--- config.mk ---
export PLATFORM = sky130hd
export DESIGN_NAME = direct_mapped_writeback_cache_tags_unit
export DESIGN_NICKNAME = d
export VERILOG_FILES = /design/src/design/dmc_pkg.sv /design/src/design/dmc_ctrl.sv /design/src/design/dmc_datapath.sv /design/src/design/direct_mapped_writeback_cache_tags_unit.sv
export SDC_FILE = /design/constraint.sdc
export NUM_CORES = 2
export LEC_CHECK = 0
export ABC_AREA = 1
export BUFFER_PORTS_ARGS = -buffer_cell sky130_fd_sc_hd__buf_2
export CAP_MARGIN = 20
export CORE_MARGIN = 5
export CORE_UTILIZATION = 40
export DETAILED_ROUTE_END_ITERATION = 8
export PLACE_DENSITY = 0.54
export SYNTH_ARGS = -nofsm -noshare
export SYNTH_HDL_FRONTEND = slang
export SYNTH_SLANG_ARGS = --single-unit
export TNS_END_PERCENT = 50
--- constraint.sdc ---
create_clock -name clk_i -period 3.76 [get_ports clk_i]
set_input_delay 0.752 -clock clk_i [delete_from_list [all_inputs] [get_ports clk_i]]
set_output_delay 0.752 -clock clk_i [all_outputs]
set_load 0.1 [all_outputs]
--- src/design/dmc_pkg.sv ---
// dmc_pkg: shared types and constants of the direct-mapped cache tag unit
// no dependencies; used by dmc_ctrl, dmc_datapath and the top level
`timescale 1ns / 1ps
`default_nettype none

package dmc_pkg;

  // cache geometry
  localparam int unsigned LINE_BYTES = 32;
  localparam int unsigned LINE_COUNT = 128;
  localparam int unsigned ADDR_W     = 32;

  localparam int unsigned OFFSET_W = $clog2(LINE_BYTES);
  localparam int unsigned INDEX_W  = $clog2(LINE_COUNT);
  localparam int unsigned BLOCK_W  = ADDR_W - OFFSET_W;
  localparam int unsigned TAG_W    = BLOCK_W - INDEX_W;
  localparam int unsigned BYTES_W  = 6;

  // packed result: 95 bits of fields, padded to whole bytes
  localparam int unsigned OUT_FIELDS_W = OFFSET_W + BLOCK_W + INDEX_W + TAG_W
                                       + 1 + 1 + BYTES_W + 1 + BYTES_W + 1 + TAG_W;
  localparam int unsigned OUT_TDATA_W  = ((OUT_FIELDS_W + 7) / 8) * 8;

  localparam logic [BYTES_W-1:0] LINE_BYTES_CODE = BYTES_W'(LINE_BYTES);

  typedef enum logic [0:0] {
    ST_IDLE,
    ST_LOOKUP
  } dmc_state_e;

  // controller to datapath
  typedef struct packed {
    logic capture;  // register the item and read the tag store
    logic commit;   // load the result and update the line
  } dmc_cmd_t;

  // datapath to controller
  typedef struct packed {
    logic out_full;   // result register holds an item
    logic out_taken;  // that item leaves this cycle
  } dmc_sts_t;

  typedef struct packed {
    logic [TAG_W-1:0]    evicted_tag;
    logic                replacement;
    logic [BYTES_W-1:0]  writeback_bytes;
    logic                writeback;
    logic [BYTES_W-1:0]  fill_bytes;
    logic                fill_read;
    logic                miss;
    logic [TAG_W-1:0]    tag_value;
    logic [INDEX_W-1:0]  line_index;
    logic [BLOCK_W-1:0]  block_number;
    logic [OFFSET_W-1:0] byte_offset;
  } dmc_result_t;

endpackage

`default_nettype wire

--- src/design/dmc_ctrl.sv ---
// dmc_ctrl: two-state sequencer of the cache tag unit
// depends on dmc_pkg (state enum, command and status structs)
`timescale 1ns / 1ps
`default_nettype none

module dmc_ctrl (
  input  wire logic              clk_i,
  input  wire logic              rst_ni,
  input  wire logic              in_valid_i,
  output logic                   in_ready_o,
  input  wire dmc_pkg::dmc_sts_t sts_i,
  output dmc_pkg::dmc_cmd_t      cmd_o
);

  dmc_pkg::dmc_state_e state_q, state_d;

  always_ff @(posedge clk_i or negedge rst_ni) begin
    if (!rst_ni) begin
      state_q <= dmc_pkg::ST_IDLE;
    end else begin
      state_q <= state_d;
    end
  end

  always_comb begin
    state_d        = state_q;
    in_ready_o     = 1'b0;
    cmd_o.capture  = 1'b0;
    cmd_o.commit   = 1'b0;
    case (state_q)
      dmc_pkg::ST_IDLE: begin
        in_ready_o = 1'b1;
        if (in_valid_i) begin
          cmd_o.capture = 1'b1;
          state_d       = dmc_pkg::ST_LOOKUP;
        end
      end
      dmc_pkg::ST_LOOKUP: begin
        // wait while an earlier result is still held downstream
        if (!sts_i.out_full || sts_i.out_taken) begin
          cmd_o.commit = 1'b1;
          state_d      = dmc_pkg::ST_IDLE;
        end
      end
      default: begin
        state_d = dmc_pkg::ST_IDLE;
      end
    endcase
  end

  a_no_overlap: assert property (@(posedge clk_i) disable iff (!rst_ni)
    !(cmd_o.capture && cmd_o.commit))
    else $error("capture and commit in the same cycle");

  a_commit_follows_capture: assert property (@(posedge clk_i) disable iff (!rst_ni)
    cmd_o.commit |-> $past(cmd_o.capture) || $past(state_q == dmc_pkg::ST_LOOKUP))
    else $error("commit without a captured item");

endmodule

`default_nettype wire

--- src/design/dmc_datapath.sv ---
// dmc_datapath: address split, tag store, valid and dirty bits, result register
// depends on dmc_pkg (geometry constants, command/status/result structs)
`timescale 1ns / 1ps
`default_nettype none

module dmc_datapath (
  input  wire logic                          clk_i,
  input  wire logic                          rst_ni,
  input  wire dmc_pkg::dmc_cmd_t             cmd_i,
  output dmc_pkg::dmc_sts_t                  sts_o,
  input  wire logic [dmc_pkg::ADDR_W-1:0]    address_i,
  input  wire logic                          req_type_i,
  output logic                               out_valid_o,
  input  wire logic                          out_ready_i,
  output dmc_pkg::dmc_result_t               result_o
);

  localparam int unsigned IW = dmc_pkg::INDEX_W;
  localparam int unsigned TW = dmc_pkg::TAG_W;
  localparam int unsigned OW = dmc_pkg::OFFSET_W;

  logic [dmc_pkg::ADDR_W-1:0] addr_q;
  logic                       wr_q;
  logic [TW-1:0]              rd_tag_q;
  logic [TW-1:0]              tag_mem [dmc_pkg::LINE_COUNT];
  logic [dmc_pkg::LINE_COUNT-1:0] valid_q, dirty_q;
  logic                       out_valid_q;
  dmc_pkg::dmc_result_t       result_q, result_d;

  logic [IW-1:0] idx, in_idx;
  logic [TW-1:0] tag;
  logic          line_valid, hit, repl, wb;

  assign in_idx = address_i[OW +: IW];
  assign idx    = addr_q[OW +: IW];
  assign tag    = addr_q[OW + IW +: TW];

  // item register and registered tag store read
  always_ff @(posedge clk_i) begin
    if (cmd_i.capture) begin
      addr_q   <= address_i;
      wr_q     <= req_type_i;
      rd_tag_q <= tag_mem[in_idx];
    end
    if (cmd_i.commit) begin
      tag_mem[idx] <= tag;
    end
  end

  assign line_valid = valid_q[idx];
  assign hit        = line_valid && (rd_tag_q == tag);
  assign repl       = line_valid && (rd_tag_q != tag);
  assign wb         = repl && dirty_q[idx];

  always_ff @(posedge clk_i or negedge rst_ni) begin
    if (!rst_ni) begin
      valid_q <= '0;
      dirty_q <= '0;
    end else if (cmd_i.commit) begin
      valid_q[idx] <= 1'b1;
      dirty_q[idx] <= wr_q || (hit && dirty_q[idx]);
    end
  end

  always_comb begin
    result_d.byte_offset     = addr_q[OW-1:0];
    result_d.block_number    = addr_q[dmc_pkg::ADDR_W-1:OW];
    result_d.line_index      = idx;
    result_d.tag_value       = tag;
    result_d.miss            = !hit;
    result_d.fill_read       = !hit;
    result_d.fill_bytes      = hit ? '0 : dmc_pkg::LINE_BYTES_CODE;
    result_d.writeback       = wb;
    result_d.writeback_bytes = wb ? dmc_pkg::LINE_BYTES_CODE : '0;
    result_d.replacement     = repl;
    result_d.evicted_tag     = repl ? rd_tag_q : '0;
  end

  always_ff @(posedge clk_i) begin
    if (cmd_i.commit) begin
      result_q <= result_d;
    end
  end

  always_ff @(posedge clk_i or negedge rst_ni) begin
    if (!rst_ni) begin
      out_valid_q <= 1'b0;
    end else if (cmd_i.commit) begin
      out_valid_q <= 1'b1;
    end else if (out_ready_i) begin
      out_valid_q <= 1'b0;
    end
  end

  assign out_valid_o     = out_valid_q;
  assign result_o        = result_q;
  assign sts_o.out_full  = out_valid_q;
  assign sts_o.out_taken = out_valid_q && out_ready_i;

  a_no_overwrite: assert property (@(posedge clk_i) disable iff (!rst_ni)
    cmd_i.commit |-> !out_valid_q || out_ready_i)
    else $error("pending result overwritten");

  a_line_valid_after_commit: assert property (@(posedge clk_i) disable iff (!rst_ni)
    cmd_i.commit |=> valid_q[$past(idx)])
    else $error("line not valid after update");

  a_wb_needs_repl: assert property (@(posedge clk_i) disable iff (!rst_ni)
    out_valid_q |-> !result_q.writeback || (result_q.replacement && result_q.miss))
    else $error("write-back without replacement");

endmodule

`default_nettype wire

--- src/design/direct_mapped_writeback_cache_tags_unit.sv ---
// direct_mapped_writeback_cache_tags_unit: tag store of a direct-mapped,
// write-back, write-allocate cache; top level joining dmc_ctrl and dmc_datapath
// depends on dmc_pkg, dmc_ctrl, dmc_datapath
//
//  channel  | direction | tdata                          | tuser
//  ---------+-----------+--------------------------------+---------
//  s_axis   | in        | address [31:0]                 | req_type
//  m_axis   | out       | result fields, 96 bits (below) | -
//
// order: an accepted item is registered with its tag memory read, then committed
// to the result register; the unit then returns to idle, so one item is in flight
// at a time and a new item is accepted only once the last one has been committed
// reset: valid and dirty bits clear at once, no clearing pass; tag memory
// contents only matter once the valid bit of a line is set
// stalls: the result register holds an item while the next one is accepted and
// looked up; the lookup waits only if that earlier result is still not taken
`timescale 1ns / 1ps
`default_nettype none

module direct_mapped_writeback_cache_tags_unit (
  input  wire logic                             clk_i,
  input  wire logic                             rst_ni,
  // slave side
  input  wire logic                             s_axis_tvalid_i,
  output logic                                  s_axis_tready_o,
  input  wire logic [dmc_pkg::ADDR_W-1:0]       s_axis_tdata_i,  // address
  input  wire logic                             s_axis_tuser_i,  // req_type
  // master side
  output logic                                  m_axis_tvalid_o,
  input  wire logic                             m_axis_tready_i,
  // byte_offset [4:0], block_number [31:5], line_index [38:32],
  // tag_value [58:39], miss [59], fill_read [60], fill_bytes [66:61],
  // writeback [67], writeback_bytes [73:68], replacement [74],
  // evicted_tag [94:75], zero pad [95]
  output logic [dmc_pkg::OUT_TDATA_W-1:0]       m_axis_tdata_o
);

  dmc_pkg::dmc_cmd_t    cmd;
  dmc_pkg::dmc_sts_t    sts;
  dmc_pkg::dmc_result_t result;

  // sequencer: idle takes an item, lookup commits it once the result slot frees
  dmc_ctrl u_ctrl (
    .clk_i      (clk_i),
    .rst_ni     (rst_ni),
    .in_valid_i (s_axis_tvalid_i),
    .in_ready_o (s_axis_tready_o),
    .sts_i      (sts),
    .cmd_o      (cmd)
  );

  // tag memory, line state bits and the result register
  dmc_datapath u_datapath (
    .clk_i       (clk_i),
    .rst_ni      (rst_ni),
    .cmd_i       (cmd),
    .sts_o       (sts),
    .address_i   (s_axis_tdata_i),
    .req_type_i  (s_axis_tuser_i),
    .out_valid_o (m_axis_tvalid_o),
    .out_ready_i (m_axis_tready_i),
    .result_o    (result)
  );

  // the result struct is declared last field first, so it packs lowest-first
  assign m_axis_tdata_o = {(dmc_pkg::OUT_TDATA_W - dmc_pkg::OUT_FIELDS_W)'(0), result};

endmodule

`default_nettype wire
# After elaboration in Yosys (flattened, before gate mapping)
# Memories as Yosys holds them, arrays and structs flattened. A register that Yosys moved wholly into a read port is not among the register bits.
# Cells that the tools add are included.
dict set report totals {
  latch_bits 0
  output_inout_bits 98
  memories 1
  mem_bits_ro 0
  word_cells 54
  ramBits 2560
  input_bits 37
  reg_bits 385
}
dict set report classes {
  magnitude_cmp 2
  div_mod_pow 0
  addsub 0
  bitwise 2
  multipliers 0
  eq_ne 2
  shift 0
  reduce_logical 11
  muxes 20
}
# name depth width rd rd_clocked_by_memory_dff wr line_no
set memory_table {}
lappend memory_table {u_datapath.tag_mem 128 20 1 1 1 dmc_datapath.sv:25} ;# logic [TW-1:0] tag_mem [dmc_pkg::LINE_COUNT];
# cell count
set ops {}
lappend ops {{$bwmux 128} 1}
lappend ops {{$or 128x128->128} 1}
lappend ops {{$eq 20x20->1} 1}
lappend ops {{$ne 20x20->1} 1}
lappend ops {{$bmux 1 s7} 2}
lappend ops {{$mux 1} 13}
lappend ops {{$mux 6} 2}
lappend ops {{$lt 7x8->1 const B} 1}
lappend ops {{$demux 1 s7} 1}
lappend ops {{$ge 7x1->1 const B} 1}
lappend ops {{$logic_and 1x1->1} 6}
lappend ops {{$logic_not 1->1} 2}
lappend ops {{$logic_or 1x1->1} 2}
lappend ops {{$pmux 1 s2} 1}
lappend ops {{$reduce_bool 2->1} 1}
lappend ops {{$not 1->1} 1}

# Depth between registers and ports, before layout
dict set report depth {
  depth_word 6
  mapped_depth 21
  ltp_nobuf 17
}

# Modules after synthesis
# From an unflattened synthesis, not the netlist that was laid out.
dict set report unflattened {
  cells_unflattened 9811
  hier_area_um2 117371.3
}
# module n_inst area_each_um2 seq_area_each_um2 cells_each
set modules_own_cells {}
lappend modules_own_cells {dmc_datapath 1 117300.0 86548.0 9801}
lappend modules_own_cells {dmc_ctrl 1 60.1 25.0 8}
lappend modules_own_cells {direct_mapped_writeback_cache_tags_unit 1 11.3 0.0 2}

# Worst setup path before layout
# No wires, ideal clock.
dict set report synth_path {
  path_type {input port to flip-flop}
  start {in s_axis_tvalid_i}
  end {reg u_datapath.addr_q[0] in the netlist's numbering (enable)}
  required_time_ps 3295
  path_stages 2
  setup_time_ps 465
  arrival_ps 3034
  path_buffers 0
  path_slack_ps 260
  cell_sequence {inv_1 -> nor2_1}
}
# item line_no
set synth_rtl {}
lappend synth_rtl {{start: declaration} direct_mapped_writeback_cache_tags_unit.sv:24} ;# input wire logic s_axis_tvalid_i,
lappend synth_rtl {{end signal: assignment} dmc_datapath.sv:41} ;# addr_q <= address_i;
lappend synth_rtl {{end: declaration} dmc_datapath.sv:22} ;# logic [dmc_pkg::ADDR_W-1:0] addr_q;

# Final worst setup path
dict set report layout_path {
  start {reg u_datapath.addr_q[7] in the netlist's numbering}
  end {reg u_datapath.dirty_q[42] in the netlist's numbering}
}
dict set report layout_via {
  elab_chain_cells 6
  elab_cells_between_ends 13
  cone_classes {2 x order compare; 7 x mux; 4 x reduce/logical}
}
# item line_no
set layout_rtl {}
lappend layout_rtl {{$bmux 1 s7} dmc_datapath.sv:50} ;# assign line_valid = valid_q[idx];
lappend layout_rtl {{$mux 1 (not written as such)} dmc_datapath.sv:50}
lappend layout_rtl {{$logic_and 1x1->1} dmc_datapath.sv:51} ;# assign hit = line_valid && (rd_tag_q == tag);
lappend layout_rtl {{$logic_and 1x1->1} dmc_datapath.sv:61} ;# dirty_q[idx] <= wr_q || (hit && dirty_q[idx]);
lappend layout_rtl {{$logic_or 1x1->1} dmc_datapath.sv:61}
lappend layout_rtl {{$bwmux 128 (*)} dmc_datapath.sv:61}
lappend layout_rtl {{end signal: indexed assignment} dmc_datapath.sv:61}
lappend layout_rtl {{end: declaration} dmc_datapath.sv:26} ;# logic [dmc_pkg::LINE_COUNT-1:0] valid_q, dirty_q;
# Every way passes the cells marked *; elsewhere a longest branch is shown, timed or not. The select of a mux whose other input is x is not followed.
# A chain may end at the register's enable or synchronous reset.

==> results_dict.tcl <==
set metrics [dict create \
    postSynthAreaPerCell_sq_um 12.0 \
    clockBufferDepth 4 \
    seqCellArea_sq_um 86600 \
    io_pins 135 \
    fin_hold_ws_ns 0.151 \
    grt_pass1_vias 76137 \
    hp-class "in2reg" \
    p_per_area_nw_per_um2 584 \
    outcome "completed" \
    leakage_nw 47.0 \
    drv_cap 0 \
    grt_max_degree 139 \
    dr.pass1.iters 6 \
    cts.sinks 2926 \
    ys_ff_latch 2926 \
    synthCells 9769 \
    cts_root_buf "clkbuf_16" \
    yosys.area.top_type "edfxtp_1" \
    critPathRequiredTime_ns 4.57 \
    io_buffers 123 \
    vias 80597 \
    place_area_sq_um 125000 \
    routed_wirelength_um 381000 \
    max-slew-margin-rel_pct 32.4 \
    synth_area_sq_um 117000 \
    route.detailed.drc 0 \
    fin_cells 14187 \
    drt_iter0_markers 10501 \
    crit_type "reg2reg" \
    areaGrowthSynthToFinish_pct 15.8 \
    crit_arrival_ns 4.21 \
    multi_input_area_sq_um 26800 \
    ys_top_cells_by_area "edfxtp_1 (68%), o21ai_0 (5.9%), dfrtp_1 (5.5%), nor2_1 (4.9%), nand2_1 (4.7%)" \
    cts_tree "built" \
    ys_warn_count 0 \
    grt_overflow 0 \
    clock_latency_ns 0.93 \
    drive_gt1_share_pct 12.0 \
    antenna_left 0 \
    avgRoutedWirePerCell_um 26.9 \
    cts_inserted_buffers 315 \
    post-dp-hpwl_um 221000 \
    die_x_um 551 \
    tightest_slew_ns 1.01 \
    nets 10063 \
    core_area_sq_um 291000 \
    fin_worst_skew_ns 0.0664 \
    antenna_found_initial 19 \
    fin_crit_ns 3.39 \
    post_cts_buffers 0 \
    vias_per_cell 5.68 \
    ys_seq_area_share_pct 73.9 \
    synth_cell_types 34 \
    start_kind "flop" \
    utilization_pct 46.5 \
    nFillCells 26134 \
    place.gp.congestion 0.869 \
    fmax_mhz 295 \
    period_share_pct 90.2 \
    dieArea_sq_um 304000 \
    cts_max_level 5 \
    placed_cells 13582 \
    cts_resized 0 \
    track_usage_pct 24.4 \
    crit_fanout 42 \
    fin_area_sq_um 136000 \
    clk_pin_slew_ns 0.07 \
    crit_path_end_kind "flop" \
    die_y_um 551 \
    rsz0062_at_grt "no" \
    timing.setup.tns_ns 0 \
    ir_drop_v 0.000684 \
    synth_top_area_share_pct 68.4 \
    grt_pass1_wl_um 546000 \
    finalSetupViolCount 0 \
    rows 198 \
    final_max_slew_viol_count 0 \
    start_util_pct 40.2 \
    finalHoldViolCount 0 \
]
==> synthesized netlist by cell type (all sizes together) <==
library cell	number
a2111oi	2
edfxtp	2668
conb	1
nand3	593
nor2	1541
or2	55
buf	165
nand4	1
nor4	3
o211ai	21
nor3	60
and2	1
o22ai	640
xnor2	3
o2111ai	1
dfrtp	258
o21ai	1400
o21bai	2
nand2	1467
xor2	8
clkinv	8
clkbuf	531
a31oi	19
a21oi	9
inv	312
==> report_power, final <==
part	total [W]	internal (W)	switching, W
registers	0.0381	0.0375	0.000590
logic	0.0106	0.00205	0.00855
clock network	0.0305	0.0175	0.0129
==> per-stage QoR <==
step / power, W / worst slack (ns)
2_1_floorplan: 0.0450 / 0.260
3_3_place_gp: 0.0492 / -0.367
3_5_place_dp: 0.0493 / -0.0331
4_1_cts: 0.0796 / 0.443
5_1_grt: 0.0817 / 0.205
6_report: 0.0792 / 0.368
==> timing repair <==
| item | CTS | global route |
|---|---|---|
| setup endpoints to repair | 0 | 0 |
| hold endpoints to repair | 96 | 0 |
| hold buffers | 27 | 0 |
==> cell usage in the layout, fill, tap and decap left out, types with 45 or more instances in the layout <==
master     count
edfxtp_1    2668
nand2_1     1464
nor2_1      1408
o21ai_0     1383
o22ai_1      640
nand3_1      593
buf_4        356
clkbuf_16    320
inv_1        295
dfrtp_1      258
nor2_2       122
buf_12       120
buf_2        118
clkinv_1      77
clkbuf_1      71
nor3_1        60
or2_2         53
clkinv_2      45
==> cell type report <==
class	count	share of cell area [%]
Sequential cell	2926	63.8
Clock inverter	170	1.22
Clock buffer	399	6.18
Tap cell	3900	3.60
Timing Repair Buffer	626	4.43
Inverter	320	0.911
Multi-Input combinational cell	5837	19.8
Antenna cell	9	0.0166
==> flip-flops by register name, indices dropped and copies added, names as in the netlist <==
signal and flops:
u_ctrl.state_q 1, u_datapath.addr_q 32, u_datapath.dirty_q 128, u_datapath.out_valid_o 1, u_datapath.rd_tag_q 20, u_datapath.result_o 55
u_datapath.tag_mem 2560, u_datapath.valid_q 128, u_datapath.wr_q 1
==> worst max-delay path: stages, from the launching register on <==
cell and delay, ns:
edfxtp_1 0.53, buf_4 0.30, nor2_4 0.75, o211ai_1 0.18, nand2_1 0.18, inv_1 0.07
nand2_1 0.06, nand2_1 0.04, nand2_1 0.06, nor2_1 0.03, nor2_1 0.16, nor2_1 0.13
nand2_1 0.08, nand3_1 0.12, nand2_4 0.16, buf_12 0.26, nand2_1 0.08, nand2_1 0.07
==> final timing paths <==
path,start,end,slack (ns),cells past startpoint
max in group asynchronous,rst_ni,u_datapath.valid_q[109]$_DFFE_PN0P_,2.28,3
worst max-delay path,u_datapath.addr_q[7]$_DFFE_PP_,u_datapath.dirty_q[42]$_DFFE_PN0P_,0.37,17
min in group asynchronous,rst_ni,u_datapath.valid_q[126]$_DFFE_PN0P_,0.46,2
worst max register to register,u_datapath.addr_q[7]$_DFFE_PP_,u_datapath.dirty_q[42]$_DFFE_PN0P_,0.37,17
worst min register to register,u_datapath.addr_q[0]$_DFFE_PP_,u_datapath.result_o[0]$_DFFE_PP_,0.43,0
worst min-delay path,m_axis_tready_i,u_datapath.out_valid_o$_DFFE_PN0P_,0.15,4
==> layer usage <==
| layer | vias up | wire length [um] | global-route usage [%] |
|---|---|---|---|
| met1 | 40897 | 164000 | 36.1 |
| met5 | - | 55 | 0 |
| met4 | 8 | 12200 | 7.50 |
| met3 | 604 | 32800 | 3.69 |
| li1 | 35407 | - | - |
| met2 | 3681 | 172000 | 37.3 |
==> kinds of logic (layout without fill, tap and decap cells) <==
logic type	Yosys count	after routing	synth area share [%]
AO/OA/AOI/OAI	2094	2094	9.71
XOR/XNOR	11	11	0.0822
buffers and inverters	1016	1515	3.54
flip-flops	2926	2926	73.9
other	1	20	0.00320
AND/OR/NAND/NOR	3721	3721	12.8
(Power assumes the default switching activity.)
